==> src/rtl/core/esc_pkg.sv <==
package esc_pkg;

    // register indexes of the configuration port
    localparam logic [2:0] REG_TEMP    = 3'd0;
    localparam logic [2:0] REG_PRESS_A = 3'd1;
    localparam logic [2:0] REG_PRESS_B = 3'd2;
    localparam logic [2:0] REG_MIXED   = 3'd3;
    localparam logic [2:0] REG_HUM     = 3'd4;

    // depth of the queue between front and back
    localparam int QDepth = 2;
    localparam int QAw    = 1;

    // raw reading held in the queue
    typedef struct packed {
        logic [19:0] adc_t;
        logic [19:0] adc_p;
        logic [15:0] adc_h;
    } t_raw;

    // finished result
    typedef struct packed {
        logic        invalid;
        logic [16:0] hum;
        logic [31:0] press;
        logic [31:0] fine;
        logic [31:0] temp;
    } t_res;

    // sequencer states of the back part
    typedef enum logic [2:0] {
        ST_IDLE,
        ST_TEMP,
        ST_MATH,
        ST_DIV,
        ST_POST,
        ST_DONE
    } t_state;

    // arithmetic shift right of a 32-bit word
    function automatic logic [31:0] asr(input logic [31:0] x, input int n);
        asr = 32'($signed(x) >>> n);
    endfunction

    // 32-bit wrapping product
    function automatic logic [31:0] mul(input logic [31:0] x, input logic [31:0] y);
        mul = 32'(x * y);
    endfunction

    function automatic logic [31:0] sx16(input logic [15:0] v);
        sx16 = {{16{v[15]}}, v};
    endfunction

endpackage

==> src/rtl/core/env_sensor_compensation_core.sv <==
// a request passes the front queue, then the sequencer's temperature, math,
// 32-step divide and post steps; the divide is skipped when the pressure divisor
// is zero; the sequencer takes a new request only when idle; the front
// queue holds two and one finished result waits in the output register
// reset: synchronous active low; calibration registers clear to zero,
// queue and sequencer empty
module env_sensor_compensation_core
    import esc_pkg::*;
(
    input  logic         i_clk,
    input  logic         i_rst_n,
    input  logic         s_axis_tvalid,
    output logic         s_axis_tready,
    // raw_temperature [19:0], raw_pressure [39:20], raw_humidity [55:40]
    input  logic [55:0]  s_axis_tdata,
    output logic         m_axis_tvalid,
    input  logic         m_axis_tready,
    // temperature_centi [31:0], fine_temperature [63:32], pressure_pa [95:64],
    // humidity_q10 [112:96], pressure_invalid [113], zero [119:114]
    output logic [119:0] m_axis_tdata,
    input  logic         psel,
    input  logic         penable,
    input  logic         pwrite,
    input  logic [5:0]   paddr,
    input  logic [63:0]  pwdata,
    output logic [63:0]  prdata,
    output logic         pready
);
    logic [47:0] r_cal_t, r_cal_m;
    logic [63:0] r_cal_pa, r_cal_pb;
    logic [39:0] r_cal_h;
    logic [2:0]  w_idx;
    t_raw        w_in, w_q;
    logic        w_qv, w_qr;
    t_res        w_res;

    assign pready = 1'b1;
    assign w_idx  = paddr[5:3];

    // calibration register writes
    always_ff @(posedge i_clk) begin
        if (!i_rst_n) begin
            r_cal_t  <= '0;
            r_cal_pa <= '0;
            r_cal_pb <= '0;
            r_cal_m  <= '0;
            r_cal_h  <= '0;
        end else if (psel && penable && pwrite) begin
            case (w_idx)
                REG_TEMP:    r_cal_t  <= pwdata[47:0];
                REG_PRESS_A: r_cal_pa <= pwdata;
                REG_PRESS_B: r_cal_pb <= pwdata;
                REG_MIXED:   r_cal_m  <= pwdata[47:0];
                REG_HUM:     r_cal_h  <= pwdata[39:0];
                default: ;
            endcase
        end
    end

    // read back
    always_comb begin
        unique case (w_idx)
            REG_TEMP:    prdata = {16'd0, r_cal_t};
            REG_PRESS_A: prdata = r_cal_pa;
            REG_PRESS_B: prdata = r_cal_pb;
            REG_MIXED:   prdata = {16'd0, r_cal_m};
            REG_HUM:     prdata = {24'd0, r_cal_h};
            default:     prdata = '0;
        endcase
    end

    assign w_in.adc_t = s_axis_tdata[19:0];
    assign w_in.adc_p = s_axis_tdata[39:20];
    assign w_in.adc_h = s_axis_tdata[55:40];

    esc_front u_front (
        .i_clk   (i_clk),
        .i_rst_n (i_rst_n),
        .i_valid (s_axis_tvalid),
        .o_ready (s_axis_tready),
        .i_raw   (w_in),
        .o_valid (w_qv),
        .i_ready (w_qr),
        .o_raw   (w_q)
    );

    esc_back u_back (
        .i_clk    (i_clk),
        .i_rst_n  (i_rst_n),
        .i_valid  (w_qv),
        .o_ready  (w_qr),
        .i_raw    (w_q),
        .i_cal_t  (r_cal_t),
        .i_cal_pa (r_cal_pa),
        .i_cal_pb (r_cal_pb),
        .i_cal_m  (r_cal_m),
        .i_cal_h  (r_cal_h),
        .o_valid  (m_axis_tvalid),
        .i_ready  (m_axis_tready),
        .o_res    (w_res)
    );

    assign m_axis_tdata = {6'd0, w_res.invalid, w_res.hum, w_res.press,
                           w_res.fine, w_res.temp};

    // humidity never exceeds its clamp
    assert property (@(posedge i_clk) disable iff (!i_rst_n)
        m_axis_tvalid |-> (w_res.hum <= 17'd102400))
        else $error("humidity out of range");

    // invalid pressure reads as zero
    assert property (@(posedge i_clk) disable iff (!i_rst_n)
        (m_axis_tvalid && w_res.invalid) |-> (w_res.press == '0))
        else $error("invalid pressure not zero");

    // stalled result holds
    assert property (@(posedge i_clk) disable iff (!i_rst_n)
        (m_axis_tvalid && !m_axis_tready) |=> $stable(m_axis_tdata))
        else $error("result changed while stalled");
endmodule

==> src/rtl/core/esc_front.sv <==
module esc_front
    import esc_pkg::*;
(
    input  logic        i_clk,
    input  logic        i_rst_n,
    input  logic        i_valid,
    output logic        o_ready,
    input  t_raw        i_raw,
    output logic        o_valid,
    input  logic        i_ready,
    output t_raw        o_raw
);
    // small fifo of accepted readings
    t_raw             r_mem [QDepth];
    logic [QAw-1:0]   r_wp, r_rp;
    logic [QAw:0]     r_cnt;
    logic             w_push, w_pop;

    assign o_ready = (r_cnt != (QAw+1)'(QDepth));
    assign o_valid = (r_cnt != '0);
    assign o_raw   = r_mem[r_rp];
    assign w_push  = i_valid && o_ready;
    assign w_pop   = o_valid && i_ready;

    // payload store
    always_ff @(posedge i_clk) begin
        if (w_push) begin
            r_mem[r_wp] <= i_raw;
        end
    end

    // pointers and fill count
    always_ff @(posedge i_clk) begin
        if (!i_rst_n) begin
            r_wp  <= '0;
            r_rp  <= '0;
            r_cnt <= '0;
        end else begin
            if (w_push) r_wp <= r_wp + 1'b1;
            if (w_pop)  r_rp <= r_rp + 1'b1;
            r_cnt <= r_cnt + (QAw+1)'(w_push) - (QAw+1)'(w_pop);
        end
    end
endmodule

==> src/rtl/core/esc_div.sv <==
module esc_div
    import esc_pkg::*;
(
    input  logic        i_clk,
    input  logic        i_rst_n,
    input  logic        i_start,
    input  logic [31:0] i_num,
    input  logic [31:0] i_den,
    output logic        o_busy,
    output logic [31:0] o_quo
);
    // restoring divider, one quotient bit a cycle
    logic [31:0] r_rem, r_quo, r_den;
    logic [5:0]  r_cnt;
    logic [32:0] w_trial;
    logic [32:0] w_sub;

    assign w_trial = {r_rem, r_quo[31]};
    assign w_sub   = w_trial - {1'b0, r_den};
    assign o_busy  = (r_cnt != '0);
    assign o_quo   = r_quo;

    always_ff @(posedge i_clk) begin
        if (!i_rst_n) begin
            r_cnt <= '0;
        end else if (i_start) begin
            r_cnt <= 6'd32;
        end else if (o_busy) begin
            r_cnt <= r_cnt - 1'b1;
        end
    end

    always_ff @(posedge i_clk) begin
        if (i_start) begin
            r_rem <= '0;
            r_quo <= i_num;
            r_den <= i_den;
        end else if (o_busy) begin
            if (!w_sub[32]) begin
                r_rem <= w_sub[31:0];
                r_quo <= {r_quo[30:0], 1'b1};
            end else begin
                r_rem <= w_trial[31:0];
                r_quo <= {r_quo[30:0], 1'b0};
            end
        end
    end
endmodule

==> src/rtl/core/esc_back.sv <==
module esc_back
    import esc_pkg::*;
(
    input  logic         i_clk,
    input  logic         i_rst_n,
    input  logic         i_valid,
    output logic         o_ready,
    input  t_raw         i_raw,
    input  logic [47:0]  i_cal_t,
    input  logic [63:0]  i_cal_pa,
    input  logic [63:0]  i_cal_pb,
    input  logic [47:0]  i_cal_m,
    input  logic [39:0]  i_cal_h,
    output logic         o_valid,
    input  logic         i_ready,
    output t_res         o_res
);
    // micro-step sequencer: one multiply per step into a register
    t_state      r_state, n_state;
    logic [4:0]  r_step;
    logic        r_ph;
    t_raw        r_raw;
    logic [31:0] r_v [14];
    logic [31:0] r_p;
    t_res        r_res;
    logic        r_ovalid;
    logic        r_inv;
    logic        r_div_start_q;
    logic        w_div_busy, w_div_start;
    logic [31:0] w_quo, w_num, w_den;
    logic [31:0] w_mx, w_my, r_prod;

    logic [31:0] t1, t2, t3, p1, p2, p3, p4, p5, p6, p7, p8, p9;
    logic [31:0] h1, h2, h3, h4, h5, h6;
    logic [31:0] at, ap, ah;

    assign t1 = {16'd0, i_cal_t[15:0]};
    assign t2 = sx16(i_cal_t[31:16]);
    assign t3 = sx16(i_cal_t[47:32]);
    assign p1 = {16'd0, i_cal_pa[15:0]};
    assign p2 = sx16(i_cal_pa[31:16]);
    assign p3 = sx16(i_cal_pa[47:32]);
    assign p4 = sx16(i_cal_pa[63:48]);
    assign p5 = sx16(i_cal_pb[15:0]);
    assign p6 = sx16(i_cal_pb[31:16]);
    assign p7 = sx16(i_cal_pb[47:32]);
    assign p8 = sx16(i_cal_pb[63:48]);
    assign p9 = sx16(i_cal_m[15:0]);
    assign h1 = {24'd0, i_cal_m[23:16]};
    assign h2 = sx16(i_cal_m[39:24]);
    assign h3 = {24'd0, i_cal_m[47:40]};
    assign h4 = sx16(i_cal_h[15:0]);
    assign h5 = sx16(i_cal_h[31:16]);
    assign h6 = {{24{i_cal_h[39]}}, i_cal_h[39:32]};
    assign at = {12'd0, r_raw.adc_t};
    assign ap = {12'd0, r_raw.adc_p};
    assign ah = {16'd0, r_raw.adc_h};

    assign o_ready = (r_state == ST_IDLE);
    assign o_valid = r_ovalid;
    assign o_res   = r_res;

    // register map of temporaries:
    // 0 fine, 1 a, 2 d, 3 b, 4 tmp, 5 pa, 6 pd, 7 pb, 8 ha, 9 hb, 10 hd, 11 hx, 13 temp
    // shared multiplier operands per step
    always_comb begin
        w_mx = '0;
        w_my = '0;
        case (r_step)
            5'd0:  begin w_mx = (at >> 3) - (t1 << 1); w_my = t2; end
            5'd1:  begin w_mx = (at >> 4) - t1;        w_my = (at >> 4) - t1; end
            5'd2:  begin w_mx = asr(r_v[2], 12);       w_my = t3; end
            5'd3:  begin w_mx = r_v[0];                w_my = 32'd5; end
            // pressure
            5'd4:  begin w_mx = r_v[6];                w_my = r_v[6]; end
            5'd5:  begin w_mx = asr(r_v[4], 11);       w_my = p6; end
            5'd6:  begin w_mx = r_v[5];                w_my = p5; end
            5'd7:  begin w_mx = p3;                    w_my = asr(r_v[4], 13); end
            5'd8:  begin w_mx = p2;                    w_my = r_v[5]; end
            5'd9:  begin w_mx = 32'd32768 + r_v[1];    w_my = p1; end
            5'd10: begin w_mx = (32'd1048576 - ap) - asr(r_v[7], 12);
                         w_my = 32'd3125; end
            // humidity
            5'd11: begin w_mx = h5;                    w_my = r_v[8]; end
            5'd12: begin w_mx = r_v[8];                w_my = h6; end
            5'd13: begin w_mx = r_v[8];                w_my = h3; end
            5'd14: begin w_mx = asr(r_v[10], 10);      w_my = asr(r_v[11], 11) + 32'd32768; end
            5'd15: begin w_mx = asr(r_v[10], 10) + 32'd2097152; w_my = h2; end
            5'd16: begin w_mx = r_v[9];                w_my = r_v[10]; end
            5'd17: begin w_mx = asr(r_v[11], 15);      w_my = asr(r_v[11], 15); end
            5'd18: begin w_mx = asr(r_v[10], 7);       w_my = h1; end
            // pressure after division
            5'd19: begin w_mx = r_p >> 3;              w_my = r_p >> 3; end
            5'd20: begin w_mx = p9;                    w_my = r_v[2] >> 13; end
            5'd21: begin w_mx = r_p >> 2;              w_my = p8; end
            default: ;
        endcase
    end

    always_ff @(posedge i_clk) begin
        r_prod <= mul(w_mx, w_my);
    end

    // divider operands, started once the scaled pressure is in r_p
    assign w_num = r_p[31] ? r_p : (r_p << 1);
    assign w_den = r_v[1];
    assign w_div_start = (r_state == ST_MATH) && (r_step == 5'd11) && !r_ph
                         && (r_v[1] != '0);

    esc_div u_div (
        .i_clk   (i_clk),
        .i_rst_n (i_rst_n),
        .i_start (w_div_start),
        .i_num   (w_num),
        .i_den   (w_den),
        .o_busy  (w_div_busy),
        .o_quo   (w_quo)
    );

    // next state
    always_comb begin
        n_state = r_state;
        unique case (r_state)
            ST_IDLE: if (i_valid) n_state = ST_TEMP;
            ST_TEMP: if (r_step == 5'd3) n_state = ST_MATH;
            ST_MATH: if (r_step == 5'd18 && r_ph) n_state = ST_DIV;
            ST_DIV:  if (!w_div_busy && !r_div_start_q) n_state = ST_POST;
            ST_POST: if (r_step == 5'd22) n_state = ST_DONE;
            ST_DONE: if (!r_ovalid || i_ready) n_state = ST_IDLE;
            default: n_state = ST_IDLE;
        endcase
    end

    always_ff @(posedge i_clk) begin
        if (!i_rst_n) r_div_start_q <= 1'b0;
        else          r_div_start_q <= w_div_start;
    end

    // result valid flag
    always_ff @(posedge i_clk) begin
        if (!i_rst_n) begin
            r_ovalid <= 1'b0;
        end else if (r_state == ST_DONE && n_state == ST_IDLE) begin
            r_ovalid <= 1'b1;
        end else if (i_ready) begin
            r_ovalid <= 1'b0;
        end
    end

    // datapath: each step stores the registered product in its second phase (r_ph high)
    always_ff @(posedge i_clk) begin
        if (!i_rst_n) begin
            r_state  <= ST_IDLE;
            r_step   <= '0;
            r_ph     <= 1'b0;
        end else begin
            r_state <= n_state;
            if (r_state == ST_IDLE && i_valid) begin
                r_raw  <= i_raw;
                r_step <= '0;
                r_ph   <= 1'b0;
            end else if (r_state == ST_DIV) begin
                r_step <= 5'd19;
                r_ph   <= 1'b0;
                if (!w_div_busy && !r_div_start_q && !r_inv) begin
                    r_p <= r_p[31] ? {w_quo[30:0], 1'b0} : w_quo;
                end
            end else if (r_state != ST_IDLE && r_state != ST_DONE) begin
                r_ph <= ~r_ph;
                if (r_ph) begin
                    r_step <= r_step + 1'b1;
                    case (r_step)
                        5'd0: r_v[1] <= asr(r_prod, 11);
                        5'd1: r_v[2] <= r_prod;
                        5'd2: begin
                            r_v[0] <= r_v[1] + asr(r_prod, 14);
                            r_v[5] <= asr(r_v[1] + asr(r_prod, 14), 1) - 32'd64000;
                            r_v[6] <= asr(asr(r_v[1] + asr(r_prod, 14), 1) - 32'd64000, 2);
                            r_v[8] <= r_v[1] + asr(r_prod, 14) - 32'd76800;
                        end
                        5'd3: r_v[13] <= asr(r_prod + 32'd128, 8);
                        5'd4: r_v[4] <= r_prod;
                        5'd5: r_v[7] <= r_prod;
                        5'd6: r_v[7] <= asr(r_v[7] + (r_prod << 1), 2) + (p4 << 16);
                        5'd7: r_v[3] <= asr(r_prod, 3);
                        5'd8: r_v[1] <= asr(r_v[3] + asr(r_prod, 1), 18);
                        5'd9: r_v[1] <= asr(r_prod, 15);
                        5'd10: r_p <= r_prod;
                        5'd11: r_v[9] <= asr(((ah << 14) - (h4 << 20) - r_prod)
                                        + 32'd16384, 15);
                        5'd12: r_v[10] <= r_prod;
                        5'd13: r_v[11] <= r_prod;
                        5'd14: r_v[10] <= r_prod;
                        5'd15: r_v[10] <= asr(r_prod + 32'd8192, 14);
                        5'd16: r_v[11] <= r_prod;
                        5'd17: r_v[10] <= r_prod;
                        5'd18: r_v[11] <= r_v[11] - asr(r_prod, 4);
                        5'd19: r_v[2] <= r_prod;
                        5'd20: r_v[3] <= asr(r_prod, 12);
                        5'd21: r_v[12] <= r_prod;
                        default: ;
                    endcase
                end
            end
        end
    end

    // division guard flag
    always_ff @(posedge i_clk) begin
        if (r_state == ST_MATH && r_step == 5'd10 && r_ph) begin
            r_inv <= (r_v[1] == '0);
        end
    end

    // final result assembly
    logic [31:0] w_hum_a, w_press;
    always_comb begin
        w_hum_a = r_v[11];
        if (w_hum_a[31]) w_hum_a = '0;
        if (w_hum_a > 32'd419430400) w_hum_a = 32'd419430400;
        w_press = r_inv ? '0
                : r_p + asr(r_v[3] + asr(r_v[12], 13) + p7, 4);
    end

    // output register, loaded only when the previous result has left
    always_ff @(posedge i_clk) begin
        if (r_state == ST_DONE && n_state == ST_IDLE) begin
            r_res.temp    <= r_v[13];
            r_res.fine    <= r_v[0];
            r_res.press   <= w_press;
            r_res.hum     <= w_hum_a[28:12];
            r_res.invalid <= r_inv;
        end
    end
endmodule

==> config.mk <==
export PLATFORM = sky130hd
export DESIGN_NAME = env_sensor_compensation_core
export DESIGN_NICKNAME = d
export VERILOG_FILES = /design/src/rtl/core/esc_pkg.sv /design/src/rtl/core/env_sensor_compensation_core.sv /design/src/rtl/core/esc_front.sv /design/src/rtl/core/esc_div.sv /design/src/rtl/core/esc_back.sv
export SDC_FILE = /design/constraint.sdc
export NUM_CORES = 2
export LEC_CHECK = 0
export BUFFER_PORTS_ARGS = -buffer_cell sky130_fd_sc_hd__buf_2
export CORE_MARGIN = 5
export CORE_UTILIZATION = 63
export CTS_BUF_LIST = sky130_fd_sc_hd__clkbuf_16
export CTS_CLUSTER_DIAMETER = 120
export DETAILED_ROUTE_END_ITERATION = 7
export MAX_ROUTING_LAYER = met4
export PLACE_DENSITY = 0.86
export SYNTH_ARGS = -nofsm -noshare
export SYNTH_HDL_FRONTEND = slang
export SYNTH_SLANG_ARGS = --single-unit
export TNS_END_PERCENT = 100
==> constraint.sdc <==
create_clock -name i_clk -period 19.61 [get_ports i_clk]
set_clock_uncertainty 0.2 [all_clocks]
set_input_delay 0.9805 -clock i_clk [delete_from_list [all_inputs] [get_ports i_clk]]
set_output_delay 0.9805 -clock i_clk [all_outputs]
set_load 0.03 [all_outputs]
Word-level counts from Yosys, hierarchy flattened
Memories as Yosys holds them, arrays and structs flattened. A register that Yosys moved wholly into a read port is not among the register bits.
Index checks and enable logic that the tools add are counted.
{"block": "totals", "reg_bits": 528, "ram_bits": 560, "in_bits": 133, "output_inout_bits": 187, "word_cells": 381, "n_memories": 2}
{"memory": "u_back.r_v", "words": 14, "word_bits": 32, "read_ports": 14, "rd_clocked_by_memory_dff": 1, "write_ports": 4, "line": "esc_back.sv:23", "source": "logic [31:0] r_v [14];"}
{"memory": "u_front.r_mem", "words": 2, "word_bits": 56, "read_ports": 1, "rd_clocked_by_memory_dff": 1, "write_ports": 1, "line": "esc_front.sv:14", "source": "t_raw r_mem [QDepth];"}
{"block": "op_classes", "addsub": 29, "multipliers": 1, "n_lt_le_gt_ge": 1, "eq_ne": 34, "n_mux": 218, "bitwise": 13, "n_reduce_logical": 57}
{"operator": "32-bit 2-to-1 mux", "n": 30}
{"operator": "32-bit case mux with 22 select lines", "n": 1}
{"operator": "32-bit case mux with 21 select lines", "n": 1}
{"operator": "64-bit case mux with 5 select lines", "n": 1}
{"operator": "32-bit OR reduction", "n": 10}
{"operator": "32-bit adder", "n": 7}
{"operator": "1-bit 2-to-1 mux", "n": 162}
{"operator": "32-bit subtractor", "n": 3}
{"operator": "5-bit by 4-bit equality test with 1-bit output (second input constant)", "n": 8}
{"operator": "4-bit 2-to-1 mux", "n": 10}
{"operator": "5-bit equality test (second input constant)", "n": 7}
{"operator": "33-bit by 32-bit subtractor with 33-bit output", "n": 1}
{"operator": "16-bit by 32-bit adder with 32-bit output (first input constant)", "n": 1}
{"operator": "32-bit by 14-bit adder with 32-bit output (second input constant)", "n": 1}
{"operator": "32-bit by 15-bit adder with 32-bit output (second input constant)", "n": 1}
{"operator": "32-bit by 8-bit adder with 32-bit output (second input constant)", "n": 1}
{"operator": "32-bit zero test", "n": 1}
{"operator": "32-bit by 32-bit multiplier with 32-bit output", "n": 1}
{"operator": "32-bit nonzero test", "n": 1}
{"operator": "30-bit by 32-bit subtractor with 32-bit output", "n": 1}
{"operator": "31-bit by 17-bit subtractor with 32-bit output (second input constant)", "n": 1}
{"operator": "32-bit by 17-bit subtractor with 32-bit output (second input constant)", "n": 1}
{"operator": "31-bit by 29-bit greater-than comparator with 1-bit output (second input constant)", "n": 1}
{"operator": "31-bit 2-to-1 mux", "n": 1}
{"operator": "other kinds (36)", "n": 100}

Logic depth before layout (Yosys ltp)
{"block": "depth", "depth_word": 20, "depth_mapped": 44, "depth_no_buf": 43}

Modules after synthesis
From an unflattened synthesis, not the netlist that was laid out.
{"block": "unflattened", "cells_unflattened": 7416, "area_unflattened_um2": 75436.1}
{"mod": "esc_back", "instances": 1, "cells_per_inst": 5534, "area_per_inst_um2": 53765.3, "seq_area_each_um2": 16295.6}
{"mod": "env_sensor_compensation_core", "instances": 1, "cells_per_inst": 1123, "area_per_inst_um2": 11302.1, "seq_area_each_um2": 5285.1}
{"mod": "esc_div", "instances": 1, "cells_per_inst": 556, "area_per_inst_um2": 5904.4, "seq_area_each_um2": 2682.6}
{"mod": "esc_front", "instances": 1, "cells_per_inst": 203, "area_per_inst_um2": 4464.3, "seq_area_each_um2": 3463.3}

Worst setup path before layout
OpenSTA, ideal clock, no wires.
{"block": "synth_timing", "path_type": "register -> register", "startpoint": "register u_back.r_raw, in the netlist u_back.ap[6]", "endpoint": "register u_back.r_prod[31]", "setup_ns": 0.118, "arrival_time_ns": 10.216, "required_time_ns": 19.292, "path_slack_ns": 9.076, "stages_incl_launch_ff": 37, "synth_period_minus_slack_ns": 10.534, "path_cell_list": "edfxtp_1 or4_1 or3_1 or3_1 nor3_1 xnor2_1 ha_1 a21o_1 a21oi_1 a21oi_1 o21ai_0 a21oi_1 o211a_1 nor4_1 clkbuf_1 nor2_1 fa_1 fa_1 fa_1 inv_1 fa_1 fa_1 fa_1 fa_1 fa_1 xnor2_1 xnor2_1 xnor2_1 xnor2_1 xnor2_1 xnor2_1 xnor2_1 xnor3_1 xnor2_1 xor3_2 xnor3_1 xnor2_1"}
{"block": "synth_via", "elab_chain_len": 4}
{"item": "start, declared", "line": "esc_back.sv:22", "source": "t_raw r_raw;"}
{"item": "start signal, assigned", "line": "esc_back.sv:159", "source": "r_raw <= i_raw;"}
{"item": "21-bit by 20-bit subtractor with 22-bit output", "line": "esc_back.sv:81", "source": "5'd10: begin w_mx = (32'd1048576 - ap) - asr(r_v[7], 12);"}
{"item": "32-bit subtractor", "line": "esc_back.sv:81"}
{"item": "32-bit case mux with 21 select lines", "line": "esc_back.sv:69", "source": "case (r_step)"}
{"item": "32-bit by 32-bit multiplier with 32-bit output", "line": "esc_pkg.sv:47", "source": "mul = 32'(x * y);"}
{"item": "end signal, assigned", "line": "esc_back.sv:101", "source": "r_prod <= mul(w_mx, w_my);"}
{"item": "end, declared", "line": "esc_back.sv:31", "source": "logic [31:0] w_mx, w_my, r_prod;"}
Every way passes these cells.
A chain may end at the register's enable or synchronous reset.

Final worst setup path
Same ends and word-level chain as after synthesis.

==> results by group <==
Detailed routing
  • Vias per std cell: 6.85
  • Routed Wire Length: 299 mm
  • First-pass DRT Iterations: 8
  • Via Count: 64.3k
  • Antenna viol nets, final: 0
  • Starting DRT DRC Count: 9575
  • Routed length per placed instance: 31.8 um
  • # DRC: 38

Place
  • Pre-CTS WS: 7610 ps
  • Dpl hpwl: 220 mm
  • Placer Congestion: 1.11
  • Input/output buffers: 306
  • Post-DP Area: 0.0771 sq mm

Cells and area
  • NumNets Final: 8800
  • Area Overhead vs Synth: 9.63%
  • Post-Layout Inst Area: 0.0810 sq mm
  • Share of post-route cells with drive strength above 1: 10.3%

Clock tree
  • H-Tree Depth: 3
  • Post-CTS Hold Buffers: 0
  • Post-CTS Setup Inserts: 0
  • Sink Count: 1022
  • TritonCTS clock tree: built
  • Clock latency on the worst-skew pair: 810 ps
  • Root Buffer: clkbuf_16
  • Clock Pin Slew Worst Setup and Hold Paths: 70 ps
  • Clock Path Buffers: 3
  • CTS Buf Count: 109
  • Post-CTS sizing: 0

Timing
  • Final Critical Period: 12260 ps
  • Final worst slack: 7350 ps
  • Pins over their slew limit: 0
  • RSZ-0062 raised after global routing: false
  • Final setup viols: 0
  • Slew HR: 0.0619%
  • Period utilization: 62.5%
  • Max Clock Freq: 81.5 MHz
  • Setup TNS: 0 ps
  • Final Hold Viols: 0
  • Slew @ Worst Pin: 1490 ps

Setup path
  • Slowest cell on the critical path: a211oi_1
  • CP Class: reg2reg
  • Max incr delay on CP: 890 ps
  • Crit end category: flip-flop
  • Startpoint Class: flip-flop
  • Worst R2R Setup Slack: 7350 ps
  • Arr. time, crit path: 12700 ps
  • Worst EP required: 20040 ps
  • Crit-path max FO: 6
  • CP most frequent cell: xnor2_1

Power
  • P_leak: 33.3 nW
  • PwrDens: 111 mW/mm^2
  • Clock network fraction of total power: 24.7%
  • Peak supply drop: 0.107 mV
  • Switch Pwr: 3.70 mW
  • Sw Ratio: 41.4%
  • Int Pwr: 5.25 mW
  • Logic pwr share: 44.7%
  • Seq pwr share: 30.6%
  • Tot Pwr: 8.95 mW

Hold path
  • Worst Hold Class: in2reg

Floorplanning
  • Row Count: 125
  • Die Span Y: 352 um
  • Die area: 0.124 sq mm
  • Core area: 0.116 sq mm
  • Ports: 320
  • Die X: 352 um
  • Initial Util: 63.5%

Outcome
  • Failing checks: design-rule violations, max-capacitance violations
  • Status: finished, violations left

Logic synthesis
  • Avg Cell Area, Syn: 9.74 sq um
  • Post-synth cell types: 97
  • Biggest area consumer among synthesized cells: edfxtp_1
  • Yosys reg bits: 1022
  • Top cells by area, synth: edfxtp_1 (27%), fa_1 (12%), dfxtp_1 (9.5%), ha_1 (7.9%), nand2_1 (5.8%)
  • Number of synthesized flops with an enable pin: 673
  • Main synth FF type: edfxtp_1
  • Yosys warns: 0
  • Share of synthesized flip-flops with an asynchronous set or reset: 0%
  • Top-count cell post-synth: nand2_1
  • Mapped Cells: 7580
  • Register area share after synthesis: 36.8%
  • Post-synth top area share: 27.4%
  • Synth cell count leaders: nand2_1 (1149), edfxtp_1 (673), inv_1 (670)
  • Post-synthesis instance area: 0.0738 sq mm

Global route
  • Tot GR Track Use: 48.4%
  • Largest net degree at the start of global routing: 121
  • First-pass GRT wire length: 428 mm
  • Total gr overflow: 0
  • Initial antenna violation count: 28
  • Number of global-route vias before repair: 62.6k

Flow run
  • MaxCap Viol Count: 2
==> registers in the layout (all words and copies together), names as in the netlist, 21 cells and up <==
name,count
u_front.r_mem,106
r_cal_t,48
r_cal_pa,64
u_back.u_div.r_den,21
u_back.u_div.r_rem,32
u_back.u_div.o_quo,32
r_cal_h,40
r_cal_pb,64
u_back.r_p,32
r_cal_m,48
u_back.o_res,106
u_back.r_v,322
u_back.r_prod,32
==> per-layer routing <==
metal / vias to the layer above / part of all wire, % / global-route usage [%]
met5: - / 0 / -
met4: 0 / 9.6 / 34.6
met3: 1354 / 14 / 15.0
met2: 5034 / 42 / 68.8
met1: 31100 / 35 / 58.6
li1: 26800 / - / -
==> worst max-delay path, delay by kind of cell (launching register included) <==
family                     cells  cell delay [ps]
xor gates and xnor gates      13             2750
adders and majority gates      9             4410
DFF                            1              460
and+or+nand+nor                4             1580
AOI/OAI and AO/OA              6             2580
buffers and inverters          3              160
==> cell usage in the layout, fill, tap and decap left out, types with 24 or more instances in the layout <==
cell and instances:
a211oi_1 53, a21boi_0 282, a21o_1 119, a21oi_1 233
a221o_1 46, a221oi_1 37, a222oi_1 65, a22o_1 47
a22oi_1 142, a31oi_1 39, and2_1 66, and3_1 49
buf_2 305, buf_4 152, clkbuf_16 112, clkinv_1 24
dfxtp_1 348, diode_2 31, edfxtp_1 673, fa_1 454
ha_1 464, inv_1 683, mux2_2 60, mux2i_1 130
nand2_1 1143, nand2b_1 64, nand3_1 113, nand4_1 54
nor2_1 481, nor2b_1 68, nor3_1 87, o211ai_1 28
o21a_1 48, o21ai_0 345, o21bai_1 41, o31ai_1 24
or3_1 32, xnor2_1 258, xor2_1 105
==> power groups by stage <==
stage | Sequential, mW | Clock (mW) | Combinational (mW)
2_1_floorplan | 2.76 | 0 | 2.50
3_3_place_gp | 2.77 | 0 | 3.67
3_5_place_dp | 2.78 | 0 | 3.80
4_1_cts | 2.73 | 2.21 | 3.85
5_1_grt | 2.75 | 2.30 | 4.25
6_report | 2.74 | 2.22 | 4.00
==> kinds of logic after synthesis <==
logic type,share of synthesized area [%]
and+or+nand+nor,13.9
AOI/OAI and AO/OA,16.0
buffers and inverters,5.75
adders and majority gates,20.2
DFF,36.8
xor gates and xnor gates,4.45
other,0.0102
muxes,2.92
==> path summary, 6_finish.rpt <==
kind,cells after the start,to,startpoint
worst max-delay path,35,u_back.r_prod[31]$_DFF_P_,u_back.ap[6]$_DFFE_PP_
worst min-delay path,1,u_front.r_mem[1][50]$_DFFE_PP_,s_axis_tdata[14]
worst max register to register,35,u_back.r_prod[31]$_DFF_P_,u_back.ap[6]$_DFFE_PP_
worst min register to register,0,u_back.o_res[22]$_DFFE_PP_,u_back.r_v[13][22]$_DFFE_PP_
==> layout make-up <==
class	instances	area (sq um)
Inverter	678	2540
Clock inverter	91	1000
Multi-Input combinational cell	5480	42700
Fill cell	8544	35400
Tap cell	1524	1910
Antenna cell	31	77.6
Clock buffer	112	2800
Timing Repair Buffer	458	2680
Sequential cell	1022	27200
==> metrics by stage <==
stage | util, % | hold slack (ps) | instances
finish | 69.6 | 167 | 9396
global route | 69.6 | 152 | 9388
CTS | 69.5 | 136 | 9365
detailed placement | 66.2 | 205 | 9162
global placement | 66.2 | 206 | 9162
floorplan | - | 200 | 7585
Note: power is estimated with default switching activity, not from simulation.
